==> src/rtl/hrps_pkg.sv <==
`timescale 1ns / 1ps

package hrps_pkg;

    // Key fields in one report and modifier keys that make events
    localparam int KEY_FIELDS = 6;
    localparam int MOD_STEPS  = 6;

    // Result status codes
    typedef enum logic [1:0] {
        ST_EVENT,
        ST_NO_CHANGE,
        ST_OVERFLOW
    } status_t;

    // Kind of entry handed from the front to the back
    typedef enum logic [1:0] {
        KIND_MOD,
        KIND_KEY,
        KIND_NO_CHANGE,
        KIND_OVERFLOW
    } kind_t;

    // One keyboard report (request)
    typedef struct packed {
        logic [7:0] modifiers;
        logic [2:0] slot_count;
        logic [7:0] key0;
        logic [7:0] key1;
        logic [7:0] key2;
        logic [7:0] key3;
        logic [7:0] key4;
        logic [7:0] key5;
    } report_t;

    // One translated event
    typedef struct packed {
        status_t    status;
        logic [7:0] scan_code;
        logic       extended;
        logic       release_res;
        logic       last;
    } result_t;

    // Classified event: sel is the modifier step or the HID usage code
    typedef struct packed {
        kind_t      kind;
        logic [7:0] sel;
        logic       rel;
    } entry_t;

    // Front to queue control
    typedef struct packed {
        logic   push;
        logic   commit;
        logic   rollback;
        entry_t entry;
    } q_ctl_t;

    // Queue space seen by the front
    typedef struct packed {
        logic room_all;
        logic room_cmt;
    } q_room_t;

    // Queue head seen by the back
    typedef struct packed {
        logic   valid;
        entry_t entry;
        logic   last;
    } q_head_t;

    typedef struct packed {
        logic       hit;
        logic [7:0] code;
        logic       ext;
    } keymap_t;

    typedef struct packed {
        logic [2:0] pos;
        logic [7:0] code;
        logic       ext;
    } modmap_t;

    // Modifier steps in emission order: LCtrl, LShift, LAlt, RShift, RCtrl, RAlt
    function automatic modmap_t mod_map(input logic [2:0] step);
        modmap_t m;
        case (step)
            3'd0:    m = '{3'd0, 8'h14, 1'b0};
            3'd1:    m = '{3'd1, 8'h12, 1'b0};
            3'd2:    m = '{3'd2, 8'h11, 1'b0};
            3'd3:    m = '{3'd5, 8'h59, 1'b0};
            3'd4:    m = '{3'd4, 8'h14, 1'b1};
            3'd5:    m = '{3'd6, 8'h11, 1'b1};
            default: m = '0;
        endcase
        return m;
    endfunction

    // HID usage code to set-2 scan code; hit low for codes with no mapping
    function automatic keymap_t hid_lookup(input logic [7:0] hid);
        keymap_t r;
        case (hid)
            8'h04: r = '{1'b1, 8'h1C, 1'b0};  8'h05: r = '{1'b1, 8'h32, 1'b0};
            8'h06: r = '{1'b1, 8'h21, 1'b0};  8'h07: r = '{1'b1, 8'h23, 1'b0};
            8'h08: r = '{1'b1, 8'h24, 1'b0};  8'h09: r = '{1'b1, 8'h2B, 1'b0};
            8'h0A: r = '{1'b1, 8'h34, 1'b0};  8'h0B: r = '{1'b1, 8'h33, 1'b0};
            8'h0C: r = '{1'b1, 8'h43, 1'b0};  8'h0D: r = '{1'b1, 8'h3B, 1'b0};
            8'h0E: r = '{1'b1, 8'h42, 1'b0};  8'h0F: r = '{1'b1, 8'h4B, 1'b0};
            8'h10: r = '{1'b1, 8'h3A, 1'b0};  8'h11: r = '{1'b1, 8'h31, 1'b0};
            8'h12: r = '{1'b1, 8'h44, 1'b0};  8'h13: r = '{1'b1, 8'h4D, 1'b0};
            8'h14: r = '{1'b1, 8'h15, 1'b0};  8'h15: r = '{1'b1, 8'h2D, 1'b0};
            8'h16: r = '{1'b1, 8'h1B, 1'b0};  8'h17: r = '{1'b1, 8'h2C, 1'b0};
            8'h18: r = '{1'b1, 8'h3C, 1'b0};  8'h19: r = '{1'b1, 8'h2A, 1'b0};
            8'h1A: r = '{1'b1, 8'h1D, 1'b0};  8'h1B: r = '{1'b1, 8'h22, 1'b0};
            8'h1C: r = '{1'b1, 8'h35, 1'b0};  8'h1D: r = '{1'b1, 8'h1A, 1'b0};
            8'h1E: r = '{1'b1, 8'h16, 1'b0};  8'h1F: r = '{1'b1, 8'h1E, 1'b0};
            8'h20: r = '{1'b1, 8'h26, 1'b0};  8'h21: r = '{1'b1, 8'h25, 1'b0};
            8'h22: r = '{1'b1, 8'h2E, 1'b0};  8'h23: r = '{1'b1, 8'h36, 1'b0};
            8'h24: r = '{1'b1, 8'h3D, 1'b0};  8'h25: r = '{1'b1, 8'h3E, 1'b0};
            8'h26: r = '{1'b1, 8'h46, 1'b0};  8'h27: r = '{1'b1, 8'h45, 1'b0};
            8'h28: r = '{1'b1, 8'h5A, 1'b0};  8'h29: r = '{1'b1, 8'h76, 1'b0};
            8'h2A: r = '{1'b1, 8'h66, 1'b0};  8'h2B: r = '{1'b1, 8'h0D, 1'b0};
            8'h2C: r = '{1'b1, 8'h29, 1'b0};
            8'h3A: r = '{1'b1, 8'h05, 1'b0};  8'h3B: r = '{1'b1, 8'h06, 1'b0};
            8'h3C: r = '{1'b1, 8'h04, 1'b0};  8'h3D: r = '{1'b1, 8'h0C, 1'b0};
            8'h3E: r = '{1'b1, 8'h03, 1'b0};  8'h3F: r = '{1'b1, 8'h0B, 1'b0};
            8'h40: r = '{1'b1, 8'h83, 1'b0};  8'h41: r = '{1'b1, 8'h0A, 1'b0};
            8'h42: r = '{1'b1, 8'h01, 1'b0};  8'h43: r = '{1'b1, 8'h09, 1'b0};
            8'h44: r = '{1'b1, 8'h78, 1'b0};  8'h45: r = '{1'b1, 8'h07, 1'b0};
            8'h49: r = '{1'b1, 8'h70, 1'b1};  8'h4A: r = '{1'b1, 8'h6C, 1'b1};
            8'h4B: r = '{1'b1, 8'h7D, 1'b1};  8'h4C: r = '{1'b1, 8'h71, 1'b1};
            8'h4D: r = '{1'b1, 8'h69, 1'b1};  8'h4E: r = '{1'b1, 8'h7A, 1'b1};
            8'h4F: r = '{1'b1, 8'h74, 1'b1};  8'h50: r = '{1'b1, 8'h6B, 1'b1};
            8'h51: r = '{1'b1, 8'h72, 1'b1};  8'h52: r = '{1'b1, 8'h75, 1'b1};
            default: r = '0;
        endcase
        return r;
    endfunction

endpackage

==> src/rtl/hid_report_to_ps2_scancodes.sv <==
`timescale 1ns / 1ps
// A report is walked in the front one modifier or key slot per step, then closed;
// its results pass through the event queue and the output register.
// A new report is taken only once the front is idle again after its slot walk;
// results leave at one per cycle unless stalled, also while the next report is walked.
// Reset (rst_n low, async): stored report cleared to zero, queue and output emptied.

module hid_report_to_ps2_scancodes #(
    parameter int KEY_SLOTS   = 6,
    parameter int EVENT_LIMIT = 8
) (
    input  logic              clk,
    input  logic              rst_n,
    input  logic              report_valid,
    output logic              report_stall,
    input  hrps_pkg::report_t report,
    output logic              result_valid,
    input  logic              result_stall,
    output hrps_pkg::result_t result
);

    hrps_pkg::q_ctl_t  qctl;
    hrps_pkg::q_room_t qroom;
    hrps_pkg::q_head_t head;
    logic              pop;

    // Report walk and event classification
    hrps_front #(
        .KEY_SLOTS   (KEY_SLOTS),
        .EVENT_LIMIT (EVENT_LIMIT)
    ) u_front (
        .clk          (clk),
        .rst_n        (rst_n),
        .report_valid (report_valid),
        .report_stall (report_stall),
        .report       (report),
        .qroom        (qroom),
        .qctl         (qctl)
    );

    // Event queue with commit and rollback
    hrps_queue #(
        .DEPTH (EVENT_LIMIT)
    ) u_queue (
        .clk   (clk),
        .rst_n (rst_n),
        .qctl  (qctl),
        .qroom (qroom),
        .head  (head),
        .pop   (pop)
    );

    // Scan code mapping and output register
    hrps_back u_back (
        .clk          (clk),
        .rst_n        (rst_n),
        .head         (head),
        .pop          (pop),
        .result_valid (result_valid),
        .result_stall (result_stall),
        .result       (result)
    );

endmodule

==> src/rtl/hrps_front.sv <==
`timescale 1ns / 1ps

module hrps_front #(
    parameter int KEY_SLOTS   = 6,
    parameter int EVENT_LIMIT = 8
) (
    input  logic               clk,
    input  logic               rst_n,
    input  logic               report_valid,
    output logic               report_stall,
    input  hrps_pkg::report_t  report,
    input  hrps_pkg::q_room_t  qroom,
    output hrps_pkg::q_ctl_t   qctl
);

    localparam int CAP   = (KEY_SLOTS < hrps_pkg::KEY_FIELDS) ? KEY_SLOTS
                                                              : hrps_pkg::KEY_FIELDS;
    localparam int IDX_W = (CAP > 1) ? $clog2(CAP) : 1;
    localparam int N_W   = $clog2(EVENT_LIMIT);
    localparam logic [N_W-1:0] N_LAST = N_W'(EVENT_LIMIT - 1);

    typedef enum logic [2:0] {
        F_IDLE,
        F_MODS,
        F_OLD,
        F_NEW,
        F_FIN
    } state_t;

    state_t     state_reg, state_next;
    logic [2:0] idx_reg, idx_next;
    logic [N_W-1:0] n_reg, n_next;
    logic [7:0] mods_reg, mods_next;
    logic [2:0] cnt_reg, cnt_next;
    logic [7:0] keys_reg [hrps_pkg::KEY_FIELDS];
    logic [7:0] keys_next [hrps_pkg::KEY_FIELDS];
    logic [7:0] prev_mods_reg, prev_mods_next;
    logic [2:0] prev_cnt_reg, prev_cnt_next;
    logic [7:0] prev_keys_reg [CAP];
    logic [7:0] prev_keys_next [CAP];

    logic [7:0] keys_in [hrps_pkg::KEY_FIELDS];
    logic [2:0] cnt_sat;

    hrps_pkg::modmap_t mod_cur;
    logic [7:0]        cand;
    hrps_pkg::keymap_t cand_map;
    logic              in_new;
    logic              in_old;
    logic              ev;
    hrps_pkg::entry_t  ev_entry;
    logic [2:0]        limit;
    state_t            after;

    // Unpack the report and clamp the key count
    assign keys_in[0] = report.key0;
    assign keys_in[1] = report.key1;
    assign keys_in[2] = report.key2;
    assign keys_in[3] = report.key3;
    assign keys_in[4] = report.key4;
    assign keys_in[5] = report.key5;
    assign cnt_sat = (report.slot_count > 3'(CAP)) ? 3'(CAP) : report.slot_count;

    assign report_stall = (state_reg != F_IDLE);

    // Candidate key for this step and its presence in the other report
    assign mod_cur = hrps_pkg::mod_map(idx_reg);
    assign cand = (state_reg == F_OLD) ? prev_keys_reg[idx_reg[IDX_W-1:0]]
                                       : keys_reg[idx_reg];
    assign cand_map = hrps_pkg::hid_lookup(cand);

    always_comb
    begin
        in_new = 1'b0;
        in_old = 1'b0;
        for (int j = 0; j < hrps_pkg::KEY_FIELDS; j++)
        begin
            if ((3'(j) < cnt_reg) && (keys_reg[j] == cand))
                in_new = 1'b1;
        end
        for (int j = 0; j < CAP; j++)
        begin
            if ((3'(j) < prev_cnt_reg) && (prev_keys_reg[j] == cand))
                in_old = 1'b1;
        end
    end

    // Classify the current step
    always_comb
    begin
        ev       = 1'b0;
        ev_entry = '0;
        limit    = 3'(hrps_pkg::MOD_STEPS - 1);
        after    = F_FIN;
        case (state_reg)
            F_MODS:
            begin
                ev            = mods_reg[mod_cur.pos] ^ prev_mods_reg[mod_cur.pos];
                ev_entry.kind = hrps_pkg::KIND_MOD;
                ev_entry.sel  = {5'b0, idx_reg};
                ev_entry.rel  = ~mods_reg[mod_cur.pos];
                if (prev_cnt_reg != 3'd0)
                    after = F_OLD;
                else if (cnt_reg != 3'd0)
                    after = F_NEW;
                else
                    after = F_FIN;
            end
            F_OLD:
            begin
                ev            = ~in_new & cand_map.hit;
                ev_entry.kind = hrps_pkg::KIND_KEY;
                ev_entry.sel  = cand;
                ev_entry.rel  = 1'b1;
                limit         = prev_cnt_reg - 3'd1;
                after         = (cnt_reg != 3'd0) ? F_NEW : F_FIN;
            end
            F_NEW:
            begin
                ev            = ~in_old & cand_map.hit;
                ev_entry.kind = hrps_pkg::KIND_KEY;
                ev_entry.sel  = cand;
                ev_entry.rel  = 1'b0;
                limit         = cnt_reg - 3'd1;
                after         = F_FIN;
            end
            default:
            begin
                ev = 1'b0;
            end
        endcase
    end

    // Sequencer: walk modifiers, old slots, new slots, then close the report
    always_comb
    begin
        state_next     = state_reg;
        idx_next       = idx_reg;
        n_next         = n_reg;
        mods_next      = mods_reg;
        cnt_next       = cnt_reg;
        keys_next      = keys_reg;
        prev_mods_next = prev_mods_reg;
        prev_cnt_next  = prev_cnt_reg;
        prev_keys_next = prev_keys_reg;
        qctl           = '0;
        case (state_reg)
            F_IDLE:
            begin
                if (report_valid)
                begin
                    mods_next  = report.modifiers;
                    cnt_next   = cnt_sat;
                    keys_next  = keys_in;
                    n_next     = '0;
                    idx_next   = 3'd0;
                    state_next = F_MODS;
                end
            end
            F_MODS, F_OLD, F_NEW:
            begin
                if (ev && (n_reg == N_LAST))
                begin
                    // Too many events: drop them and keep the stored report
                    if (qroom.room_cmt)
                    begin
                        qctl.rollback   = 1'b1;
                        qctl.push       = 1'b1;
                        qctl.commit     = 1'b1;
                        qctl.entry.kind = hrps_pkg::KIND_OVERFLOW;
                        state_next      = F_IDLE;
                    end
                end
                else if (!ev || qroom.room_all)
                begin
                    if (ev)
                    begin
                        qctl.push  = 1'b1;
                        qctl.entry = ev_entry;
                        n_next     = n_reg + N_W'(1);
                    end
                    if (idx_reg == limit)
                    begin
                        idx_next   = 3'd0;
                        state_next = after;
                    end
                    else
                    begin
                        idx_next = idx_reg + 3'd1;
                    end
                end
            end
            F_FIN:
            begin
                if ((n_reg != '0) || qroom.room_all)
                begin
                    if (n_reg == '0)
                    begin
                        qctl.push       = 1'b1;
                        qctl.entry.kind = hrps_pkg::KIND_NO_CHANGE;
                    end
                    qctl.commit    = 1'b1;
                    prev_mods_next = mods_reg;
                    prev_cnt_next  = cnt_reg;
                    for (int i = 0; i < CAP; i++)
                    begin
                        if (3'(i) < cnt_reg)
                            prev_keys_next[i] = keys_reg[i];
                    end
                    state_next = F_IDLE;
                end
            end
            default:
            begin
                state_next = F_IDLE;
            end
        endcase
    end

    always_ff @(posedge clk or negedge rst_n)
    begin
        if (!rst_n)
        begin
            state_reg     <= F_IDLE;
            idx_reg       <= '0;
            n_reg         <= '0;
            mods_reg      <= '0;
            cnt_reg       <= '0;
            prev_mods_reg <= '0;
            prev_cnt_reg  <= '0;
            for (int i = 0; i < hrps_pkg::KEY_FIELDS; i++)
                keys_reg[i] <= '0;
            for (int i = 0; i < CAP; i++)
                prev_keys_reg[i] <= '0;
        end
        else
        begin
            state_reg     <= state_next;
            idx_reg       <= idx_next;
            n_reg         <= n_next;
            mods_reg      <= mods_next;
            cnt_reg       <= cnt_next;
            prev_mods_reg <= prev_mods_next;
            prev_cnt_reg  <= prev_cnt_next;
            keys_reg      <= keys_next;
            prev_keys_reg <= prev_keys_next;
        end
    end

    // Checks
    a_rollback_is_overflow: assert property (@(posedge clk) disable iff (!rst_n)
        qctl.rollback |-> (qctl.commit && qctl.push
                           && qctl.entry.kind == hrps_pkg::KIND_OVERFLOW))
        else $error("rollback without overflow commit");

    a_count_bounded: assert property (@(posedge clk) disable iff (!rst_n)
        n_reg <= N_LAST)
        else $error("event count passed the limit");

    a_commit_returns_idle: assert property (@(posedge clk) disable iff (!rst_n)
        qctl.commit |=> state_reg == F_IDLE)
        else $error("front kept walking after commit");

endmodule

==> src/rtl/hrps_queue.sv <==
`timescale 1ns / 1ps

module hrps_queue #(
    parameter int DEPTH = 8
) (
    input  logic              clk,
    input  logic              rst_n,
    input  hrps_pkg::q_ctl_t  qctl,
    output hrps_pkg::q_room_t qroom,
    output hrps_pkg::q_head_t head,
    input  logic              pop
);

    localparam int PTR_W = $clog2(DEPTH);
    localparam int CNT_W = $clog2(DEPTH + 1);
    localparam logic [PTR_W-1:0] PTR_MAX = PTR_W'(DEPTH - 1);

    hrps_pkg::entry_t ent_reg [DEPTH];
    logic [DEPTH-1:0] last_reg;

    logic [PTR_W-1:0] wr_reg, wr_next;
    logic [PTR_W-1:0] cmt_wr_reg, cmt_wr_next;
    logic [PTR_W-1:0] rd_reg, rd_next;
    logic [CNT_W-1:0] cnt_all_reg, cnt_all_next;
    logic [CNT_W-1:0] cnt_cmt_reg, cnt_cmt_next;

    logic [PTR_W-1:0] base_wr;
    logic [PTR_W-1:0] base_prev;
    logic [CNT_W-1:0] all_base;

    // Speculative entries since the last commit are dropped on rollback
    assign base_wr   = qctl.rollback ? cmt_wr_reg : wr_reg;
    assign base_prev = (base_wr == '0) ? PTR_MAX : base_wr - PTR_W'(1);
    assign all_base  = qctl.rollback ? cnt_cmt_reg : cnt_all_reg;

    always_comb
    begin
        wr_next = base_wr;
        if (qctl.push)
            wr_next = (base_wr == PTR_MAX) ? '0 : base_wr + PTR_W'(1);
        rd_next = rd_reg;
        if (pop)
            rd_next = (rd_reg == PTR_MAX) ? '0 : rd_reg + PTR_W'(1);
        cnt_all_next = all_base + CNT_W'(qctl.push) - CNT_W'(pop);
        cnt_cmt_next = qctl.commit ? cnt_all_next : cnt_cmt_reg - CNT_W'(pop);
        cmt_wr_next  = qctl.commit ? wr_next : cmt_wr_reg;
    end

    // Pointers and counts
    always_ff @(posedge clk or negedge rst_n)
    begin
        if (!rst_n)
        begin
            wr_reg      <= '0;
            cmt_wr_reg  <= '0;
            rd_reg      <= '0;
            cnt_all_reg <= '0;
            cnt_cmt_reg <= '0;
        end
        else
        begin
            wr_reg      <= wr_next;
            cmt_wr_reg  <= cmt_wr_next;
            rd_reg      <= rd_next;
            cnt_all_reg <= cnt_all_next;
            cnt_cmt_reg <= cnt_cmt_next;
        end
    end

    // Entry storage; the last mark goes on the newest entry at commit
    always_ff @(posedge clk)
    begin
        if (qctl.push)
        begin
            ent_reg[base_wr]  <= qctl.entry;
            last_reg[base_wr] <= qctl.commit;
        end
        else if (qctl.commit)
        begin
            last_reg[base_prev] <= 1'b1;
        end
    end

    assign qroom.room_all = (cnt_all_reg != CNT_W'(DEPTH));
    assign qroom.room_cmt = (cnt_cmt_reg != CNT_W'(DEPTH));
    assign head.valid     = (cnt_cmt_reg != '0);
    assign head.entry     = ent_reg[rd_reg];
    assign head.last      = last_reg[rd_reg];

    // Checks
    a_cmt_within_all: assert property (@(posedge clk) disable iff (!rst_n)
        cnt_cmt_reg <= cnt_all_reg)
        else $error("committed count exceeds stored count");

    a_no_overfill: assert property (@(posedge clk) disable iff (!rst_n)
        qctl.push |-> (all_base != CNT_W'(DEPTH)) || pop)
        else $error("push into a full queue");

endmodule

==> src/rtl/hrps_back.sv <==
`timescale 1ns / 1ps

module hrps_back (
    input  logic              clk,
    input  logic              rst_n,
    input  hrps_pkg::q_head_t head,
    output logic              pop,
    output logic              result_valid,
    input  logic              result_stall,
    output hrps_pkg::result_t result
);

    logic              valid_reg, valid_next;
    hrps_pkg::result_t res_reg, res_next;
    hrps_pkg::result_t mapped;
    hrps_pkg::keymap_t key_map;
    hrps_pkg::modmap_t mod_cur;

    assign key_map = hrps_pkg::hid_lookup(head.entry.sel);
    assign mod_cur = hrps_pkg::mod_map(head.entry.sel[2:0]);

    // Turn a queued entry into scan code fields
    always_comb
    begin
        mapped      = '0;
        mapped.last = head.last;
        case (head.entry.kind)
            hrps_pkg::KIND_MOD:
            begin
                mapped.status      = hrps_pkg::ST_EVENT;
                mapped.scan_code   = mod_cur.code;
                mapped.extended    = mod_cur.ext;
                mapped.release_res = head.entry.rel;
            end
            hrps_pkg::KIND_KEY:
            begin
                mapped.status      = hrps_pkg::ST_EVENT;
                mapped.scan_code   = key_map.code;
                mapped.extended    = key_map.ext;
                mapped.release_res = head.entry.rel;
            end
            hrps_pkg::KIND_NO_CHANGE:
            begin
                mapped.status = hrps_pkg::ST_NO_CHANGE;
            end
            hrps_pkg::KIND_OVERFLOW:
            begin
                mapped.status = hrps_pkg::ST_OVERFLOW;
            end
            default:
            begin
                mapped.status = hrps_pkg::ST_EVENT;
            end
        endcase
    end

    // Output register, refilled in the cycle it empties
    assign pop = head.valid && (!valid_reg || !result_stall);

    always_comb
    begin
        valid_next = valid_reg;
        res_next   = res_reg;
        if (pop)
        begin
            valid_next = 1'b1;
            res_next   = mapped;
        end
        else if (!result_stall)
        begin
            valid_next = 1'b0;
        end
    end

    always_ff @(posedge clk or negedge rst_n)
    begin
        if (!rst_n)
        begin
            valid_reg <= 1'b0;
            res_reg   <= '0;
        end
        else
        begin
            valid_reg <= valid_next;
            res_reg   <= res_next;
        end
    end

    assign result_valid = valid_reg;
    assign result       = res_reg;

    // Checks
    a_single_is_last: assert property (@(posedge clk) disable iff (!rst_n)
        (result_valid && (result.status != hrps_pkg::ST_EVENT)) |-> result.last)
        else $error("no-change or overflow result without last mark");

endmodule
==> config.mk <==
export PLATFORM = sky130hd
export DESIGN_NAME = hid_report_to_ps2_scancodes
export DESIGN_NICKNAME = d
export VERILOG_FILES = /design/src/rtl/hrps_pkg.sv /design/src/rtl/hid_report_to_ps2_scancodes.sv /design/src/rtl/hrps_front.sv /design/src/rtl/hrps_queue.sv /design/src/rtl/hrps_back.sv
export SDC_FILE = /design/constraint.sdc
export NUM_CORES = 1
export LEC_CHECK = 0
export BUFFER_PORTS_ARGS = -buffer_cell sky130_fd_sc_hd__buf_2
export CORE_ASPECT_RATIO = 0.7
export CORE_MARGIN = 5
export CORE_UTILIZATION = 55
export DETAILED_ROUTE_END_ITERATION = 7
export GPL_ROUTABILITY_DRIVEN = 0
export PLACE_DENSITY = 0.71
export SLEW_MARGIN = 20
export SYNTH_ARGS = -nofsm -noshare
export SYNTH_HDL_FRONTEND = slang
export SYNTH_HIERARCHICAL = 1
export SYNTH_SLANG_ARGS = --single-unit
==> constraint.sdc <==
create_clock -name clk -period 10.1 [get_ports clk]
set_clock_uncertainty 0.15 [all_clocks]
set_input_delay 1.01 -clock clk [delete_from_list [all_inputs] [get_ports clk]]
set_output_delay 1.01 -clock clk [all_outputs]
set_load 0.05 [all_outputs]
==> results of run 1 <==
[cells by family (layout without fill, tap and decap cells)]
kind of cell,after synthesis,in the layout
simple gates,539,539
compound gates,298,298
flops,254,254
mux,150,150
buf+inv,129,181
xor+xnor,42,42
fa+ha+maj,39,39
other cells,1,1
[layout make-up]
type / count / share of cell area, %
Clock inverter: 15 / 1.46
Clock buffer: 31 / 4.29
Sequential cell: 254 / 41.2
Multi-Input combinational cell: 1069 / 46.4
Timing Repair Buffer: 88 / 2.86
Tap cell: 364 / 2.74
Inverter: 47 / 1.06
[Yosys cell counts, types with 18 or more instances]
cell type and count:
mux2i_1 25, nor2_1 60, nor3_1 30, edfxtp_1 96, nor2b_1 22, ha_1 38, nand2_1 246, a21oi_1 65
xor2_1 27, nand3_1 30, o21ai_0 95, mux4_1 22, mux4_2 25, clkbuf_1 45, inv_1 43, buf_2 18
dfrtp_1 158, and3_1 35, mux2_2 78, or3_1 28
[how the worst max path moves through the flow]
stage / startpoint / to
final: u_front/state_reg[0]$_DFFE_PN0P_ / u_queue/ent_reg[2][8]$_DFFE_PP_
after floorplan: u_front/idx_reg[0]$_DFFE_PN0P_ / u_queue/cnt_cmt_reg[2]$_DFF_PN0_
after global placement: u_front/state_reg[0]$_DFFE_PN0P_ / u_queue/ent_reg[2][5]$_DFFE_PP_
after detailed placement: u_front/state_reg[0]$_DFFE_PN0P_ / u_queue/ent_reg[6][7]$_DFFE_PP_
after CTS: u_front/state_reg[0]$_DFFE_PN0P_ / u_queue/ent_reg[6][4]$_DFFE_PP_
after global routing: u_front/state_reg[0]$_DFFE_PN0P_ / u_queue/ent_reg[2][8]$_DFFE_PP_
[per-stage QoR]
stage	util, %	setup slack [ns]	hold slack, ns
floorplan	-	5.02	0.308
global placement	58.1	3.25	0.311
detailed placement	58.1	2.99	0.315
CTS	61.6	2.98	0.329
global route	61.7	2.25	0.356
finish	61.7	2.77	0.332
[critical path, stage by stage, from the launching register on]
cell	delay, ns
dfrtp_1	0.74
nor3b_2	0.09
buf_4	0.23
nor2_1	0.80
a22oi_1	0.51
a2111oi_0	0.63
a2111oi_2	0.15
nand3_1	0.12
o211ai_1	0.10
a211oi_1	0.59
o211ai_2	0.26
inv_1	0.42
mux2i_1	0.85
nand2_1	0.38
nor2_1	0.89
[per-layer routing]
layer	vias up	routed length [µm]
met2	695	16600
met4	2	476
met5	-	54
met1	5925	19600
met3	51	5530
li1	5440	-
[cells in the final DEF (no fill, tap or decap), types with 6 or more instances in the layout]
| cell | n |
|---|---|
| a211oi_1 | 7 |
| a21oi_1 | 65 |
| a222oi_1 | 7 |
| a22o_1 | 9 |
| a22oi_1 | 15 |
| a31oi_1 | 6 |
| and2_1 | 7 |
| and3_1 | 35 |
| buf_2 | 76 |
| buf_4 | 11 |
| bufinv_16 | 6 |
| clkbuf_16 | 27 |
| dfrtp_1 | 157 |
| edfxtp_1 | 96 |
| ha_1 | 38 |
| inv_1 | 43 |
| mux2_2 | 78 |
| mux2i_1 | 25 |
| mux4_1 | 22 |
| mux4_2 | 25 |
| nand2_1 | 245 |
| nand2b_1 | 9 |
| nand3_1 | 30 |
| nand4_1 | 15 |
| nand4b_1 | 8 |
| nor2_1 | 55 |
| nor2_2 | 8 |
| nor2b_1 | 22 |
| nor3_1 | 30 |
| nor4_1 | 15 |
| o211ai_1 | 9 |
| o21ai_0 | 95 |
| o21ai_1 | 9 |
| o31ai_1 | 8 |
| or3_1 | 28 |
| or4_1 | 6 |
| xnor2_1 | 15 |
| xor2_1 | 27 |
==> flow_metrics.tcl, run 1 <==
set metrics [dict create \
    status "complete, but fails checks" \
    violations "design-rule violations" \
    setup.worst_path.class "register to register" \
    via_count 12113 \
    clock_sinks 254 \
    synth_top_area_cell "dfrtp_1" \
    drcViolationCount 2 \
    synth_area_leaders "dfrtp_1, edfxtp_1, nand2_1" \
    port_buffers 77 \
    gr-total-overflow 0 \
    synth-seq-cells 254 \
    setup-tns-final_ns 0 \
    die_x_um 208 \
    grt_max_degree 92 \
    reg2reg_from "u_front/state_reg[0]$_DFFE_PN0P_" \
    r2r_setup_slack_ns 2.77 \
    multi_input_area_um2 7690 \
    seq_area_um2 6840 \
    rows 50 \
    post_cts_buffers 0 \
    fmax_mhz 136 \
    yosysWarnings 6 \
    hp-class "register to register" \
    use_met2_pct 34.8 \
    worst_slew_margin_rel_pct 25.1 \
    start_util_pct 56.1 \
    grt_pass1_wl_um 65200 \
    drive_above_1_share_pct 17.5 \
    num_antenna_cells 0 \
    min_period_over_period_pct 72.6 \
    vias_per_cell 6.48 \
    busiest_layer "met1" \
    post_synth_and_or_nand_nor_area_fraction_pct 17.3 \
    rr_endpoint "u_queue/ent_reg[2][8]$_DFFE_PP_" \
    holdCritStartpoint "u_back/result[12]$_DFFE_PN0P_" \
    startpoint_type "register" \
    core_area_um2 26900 \
    htreeDepth 1 \
    placed_area_um2 15600 \
    fillers 2229 \
    cts_buffers 25 \
    grt_usage_pct 26.6 \
    hold_viol 0 \
    synth-compound-area-share_pct 12.8 \
    setup_viol 0 \
    synth-xor-area-share_pct 2.44 \
    first_iter_violations 1710 \
    cts_root_buf "clkbuf_16" \
    fin_nets 1587 \
    layout.cells.non_filler 1868 \
    period_minus_slack_ns 7.33 \
    tightest_slew_ns 1.12 \
    drt-total-wl_um 42300 \
    min_to "u_back/result[12]$_DFFE_PN0P_" \
    firstDrtPassIters 8 \
    cp_max_fo 22 \
    cts_hold_buf 0 \
    io_pins 78 \
    hold_depth 2 \
    postSynthAreaPerCell_um2 10.4 \
    fin_area_um2 16600 \
    crit_required_ns 10.10 \
    ctsResizeCount 0 \
    ys.flop_type "dfrtp_1" \
    cts_tree "yes" \
    area_growth_syn_to_layout_pct 9.99 \
    dp_hpwl_um 30400 \
    gr-usage-met3_pct 8.26 \
    report.final.slew_viol_count 0 \
    rsz0062_at_grt "false" \
    synth_top_family_by_area "simple AND/OR/NAND/NOR gates" \
    dieArea_um2 30900 \
    drv_cap 0 \
    rr_worst_depth 14 \
    synth_edf_count 96 \
    yosysTopAreaCellShare_pct 26.2 \
    antenna_found_initial 0 \
    synth_cells 1452 \
    yosysSeqAreaShare_pct 45.3 \
    synth_fa_ha_area_share_pct 3.28 \
    die_h_um 149 \
    clock_path_buffers 3 \
    synth.lib_cells_used.distinct 90 \
    antenna_left 0 \
    netlist_area_um2 15100 \
    ys_async_sr_fraction_pct 62.2 \
    grt_pass1_vias 10882 \
    cp.arrival_ns 7.33 \
    placed_cells 1822 \
    grtUsageMet1_pct 44.0 \
    worstSkewPairLatency_ns 0.55 \
    crit_path_end_kind "register" \
    clk_pin_slew_ns 0.06 \
    syn_nets 1554 \
    largest_register_ff_count 88 \
    wl_per_cell_um 22.6 \
    muxShareOfSynthArea_pct 15.0 \
]
Power of run 1 is not shown: default switching activity piles up to over one toggle a cycle in this logic, so the estimate is an artifact.
==> inputs of run 2 (changes only) <==
Clock period 10.1 ns to 7.7 ns, I/O delays scaled along.
==> flow_metrics.tcl, run 2 (synthesis results as in run 1) <==
set metrics [dict create \
    drive_above_1_share_pct 17.4 \
    cp.arrival_ns 6.82 \
    min_to "u_front/keys_reg[35]$_DFFE_PN0P_" \
    area_growth_syn_to_layout_pct 9.94 \
    fmax_mhz 153 \
    status "complete, no violations" \
    cts_buffers 25 \
    cts_tree "yes" \
    fin_area_um2 16600 \
    drt-total-wl_um 42100 \
    r2r_setup_slack_ns 1.16 \
    gr-total-overflow 0 \
    reg2reg_from "u_front/state_reg[0]$_DFFE_PN0P_" \
    first_iter_violations 1513 \
    post_cts_buffers 0 \
    htreeDepth 1 \
    drcViolationCount 0 \
    hp-class "input pin to register" \
    worst_slew_margin_rel_pct 27.8 \
    holdCritStartpoint "report[35]" \
    period_minus_slack_ns 6.54 \
    setup.worst_path.class "register to register" \
    cp_max_fo 16 \
    vias_per_cell 6.49 \
    hold_ws_ns 0.266 \
    start_util_pct 56.1 \
    drv_cap 0 \
    grt_pass1_vias 11197 \
    min_period_over_period_pct 85.0 \
    tightest_slew_ns 1.08 \
    dp_hpwl_um 30600 \
    via_count 12213 \
    io_pins 78 \
    fillers 2204 \
    crit_path_end_kind "register" \
    largest_register_ff_count 88 \
    antenna_left 0 \
    setup_viol 0 \
    placed_area_um2 15700 \
    clock_sinks 254 \
    antenna_found_initial 0 \
    use_met2_pct 35.1 \
    crit_required_ns 7.97 \
    final_common_cell "nand2_1" \
    startpoint_type "register" \
    layout_setup_ws_ns 1.16 \
    grt_usage_pct 26.8 \
    clock_path_buffers 3 \
    grt_pass1_wl_um 65800 \
    layout_common_cells "nand2_1, dfrtp_1, edfxtp_1" \
    rsz0062_at_grt "false" \
    pre_cts_ws_ns 1.47 \
    gr-usage-met3_pct 10.0 \
    clk_pin_slew_ns 0.07 \
    dieArea_um2 30900 \
    rows 50 \
    port_buffers 77 \
    report.final.slew_viol_count 0 \
    rr_endpoint "u_queue/cnt_cmt_reg[3]$_DFF_PN0_" \
    hold_depth 3 \
    core_area_um2 26900 \
    worstSkewPairLatency_ns 0.54 \
    num_antenna_cells 0 \
    rr_worst_depth 18 \
    die_h_um 149 \
    cts_root_buf "clkbuf_16" \
    grt_max_degree 105 \
    grtUsageMet1_pct 42.9 \
    wl_per_cell_um 22.4 \
    fin_nets 1601 \
    busiest_layer "met1" \
    firstDrtPassIters 6 \
    ctsResizeCount 0 \
    die_x_um 208 \
    hold_viol 0 \
    setup-tns-final_ns 0 \
]
==> run 2: cell type report <==
class | instances | area [µm²] | share of cell area [%]
repair buffers | 102 | 602 | 3.63
clock buffers | 29 | 641 | 3.86
clock inverters | 16 | 188 | 1.13
flip-flops and latches | 254 | 6840 | 41.2
multi-input cells | 1069 | 7680 | 46.3
inverters | 47 | 176 | 1.06
well taps | 364 | 455 | 2.75
==> run 2: repair_timing <==
item,4_1_cts,5_1_grt
hold endpoints to repair,0,23
hold buffers,0,1
setup endpoints to repair,0,0
==> run 2: how the worst max path moves through the flow <==
stage	endpoint	from	depth (start not counted)
floorplan	u_queue/cnt_cmt_reg[2]$_DFF_PN0_	u_front/idx_reg[0]$_DFFE_PN0P_	21
global placement	u_queue/cnt_cmt_reg[2]$_DFF_PN0_	u_front/idx_reg[0]$_DFFE_PN0P_	18
detailed placement	u_queue/cnt_cmt_reg[2]$_DFF_PN0_	u_front/state_reg[0]$_DFFE_PN0P_	18
CTS	u_queue/cnt_cmt_reg[2]$_DFF_PN0_	u_front/state_reg[0]$_DFFE_PN0P_	18
global route	u_queue/cnt_cmt_reg[3]$_DFF_PN0_	u_front/state_reg[0]$_DFFE_PN0P_	18
finish	u_queue/cnt_cmt_reg[3]$_DFF_PN0_	u_front/state_reg[0]$_DFFE_PN0P_	18
==> run 2: per-layer routing <==
layer  routed length, µm  vias to the layer above
met3                6030                       63
met1               19100                     5925
met2               16300                      766
met4                 582                        2
li1                    -                     5457
met5                  60                        -
==> run 2: per-stage QoR <==
stage | cells | utilization, %
2_1_floorplan | 1452 | -
3_3_place_gp | 1834 | 58.4
3_5_place_dp | 1834 | 58.4
4_1_cts | 1879 | 61.5
5_1_grt | 1881 | 61.7
6_report | 1881 | 61.7
==> run 2: critical path, cell delays in order (launching register included) <==
cell and delay [ns]:
dfrtp_1 0.60, or3b_4 0.58, nor2_2 0.55, a22oi_1 0.48
a2111oi_0 0.93, a2111oi_2 0.13, nand3_1 0.13, o211ai_1 0.09
a211oi_1 0.58, o211ai_2 0.26, inv_1 0.45, mux2i_1 0.26
ha_1 0.16, inv_1 0.06, ha_1 0.29, a21o_1 0.15
a21oi_1 0.19, xor2_1 0.10, mux2_2 0.27
Power of run 2 is left out for the same reason.
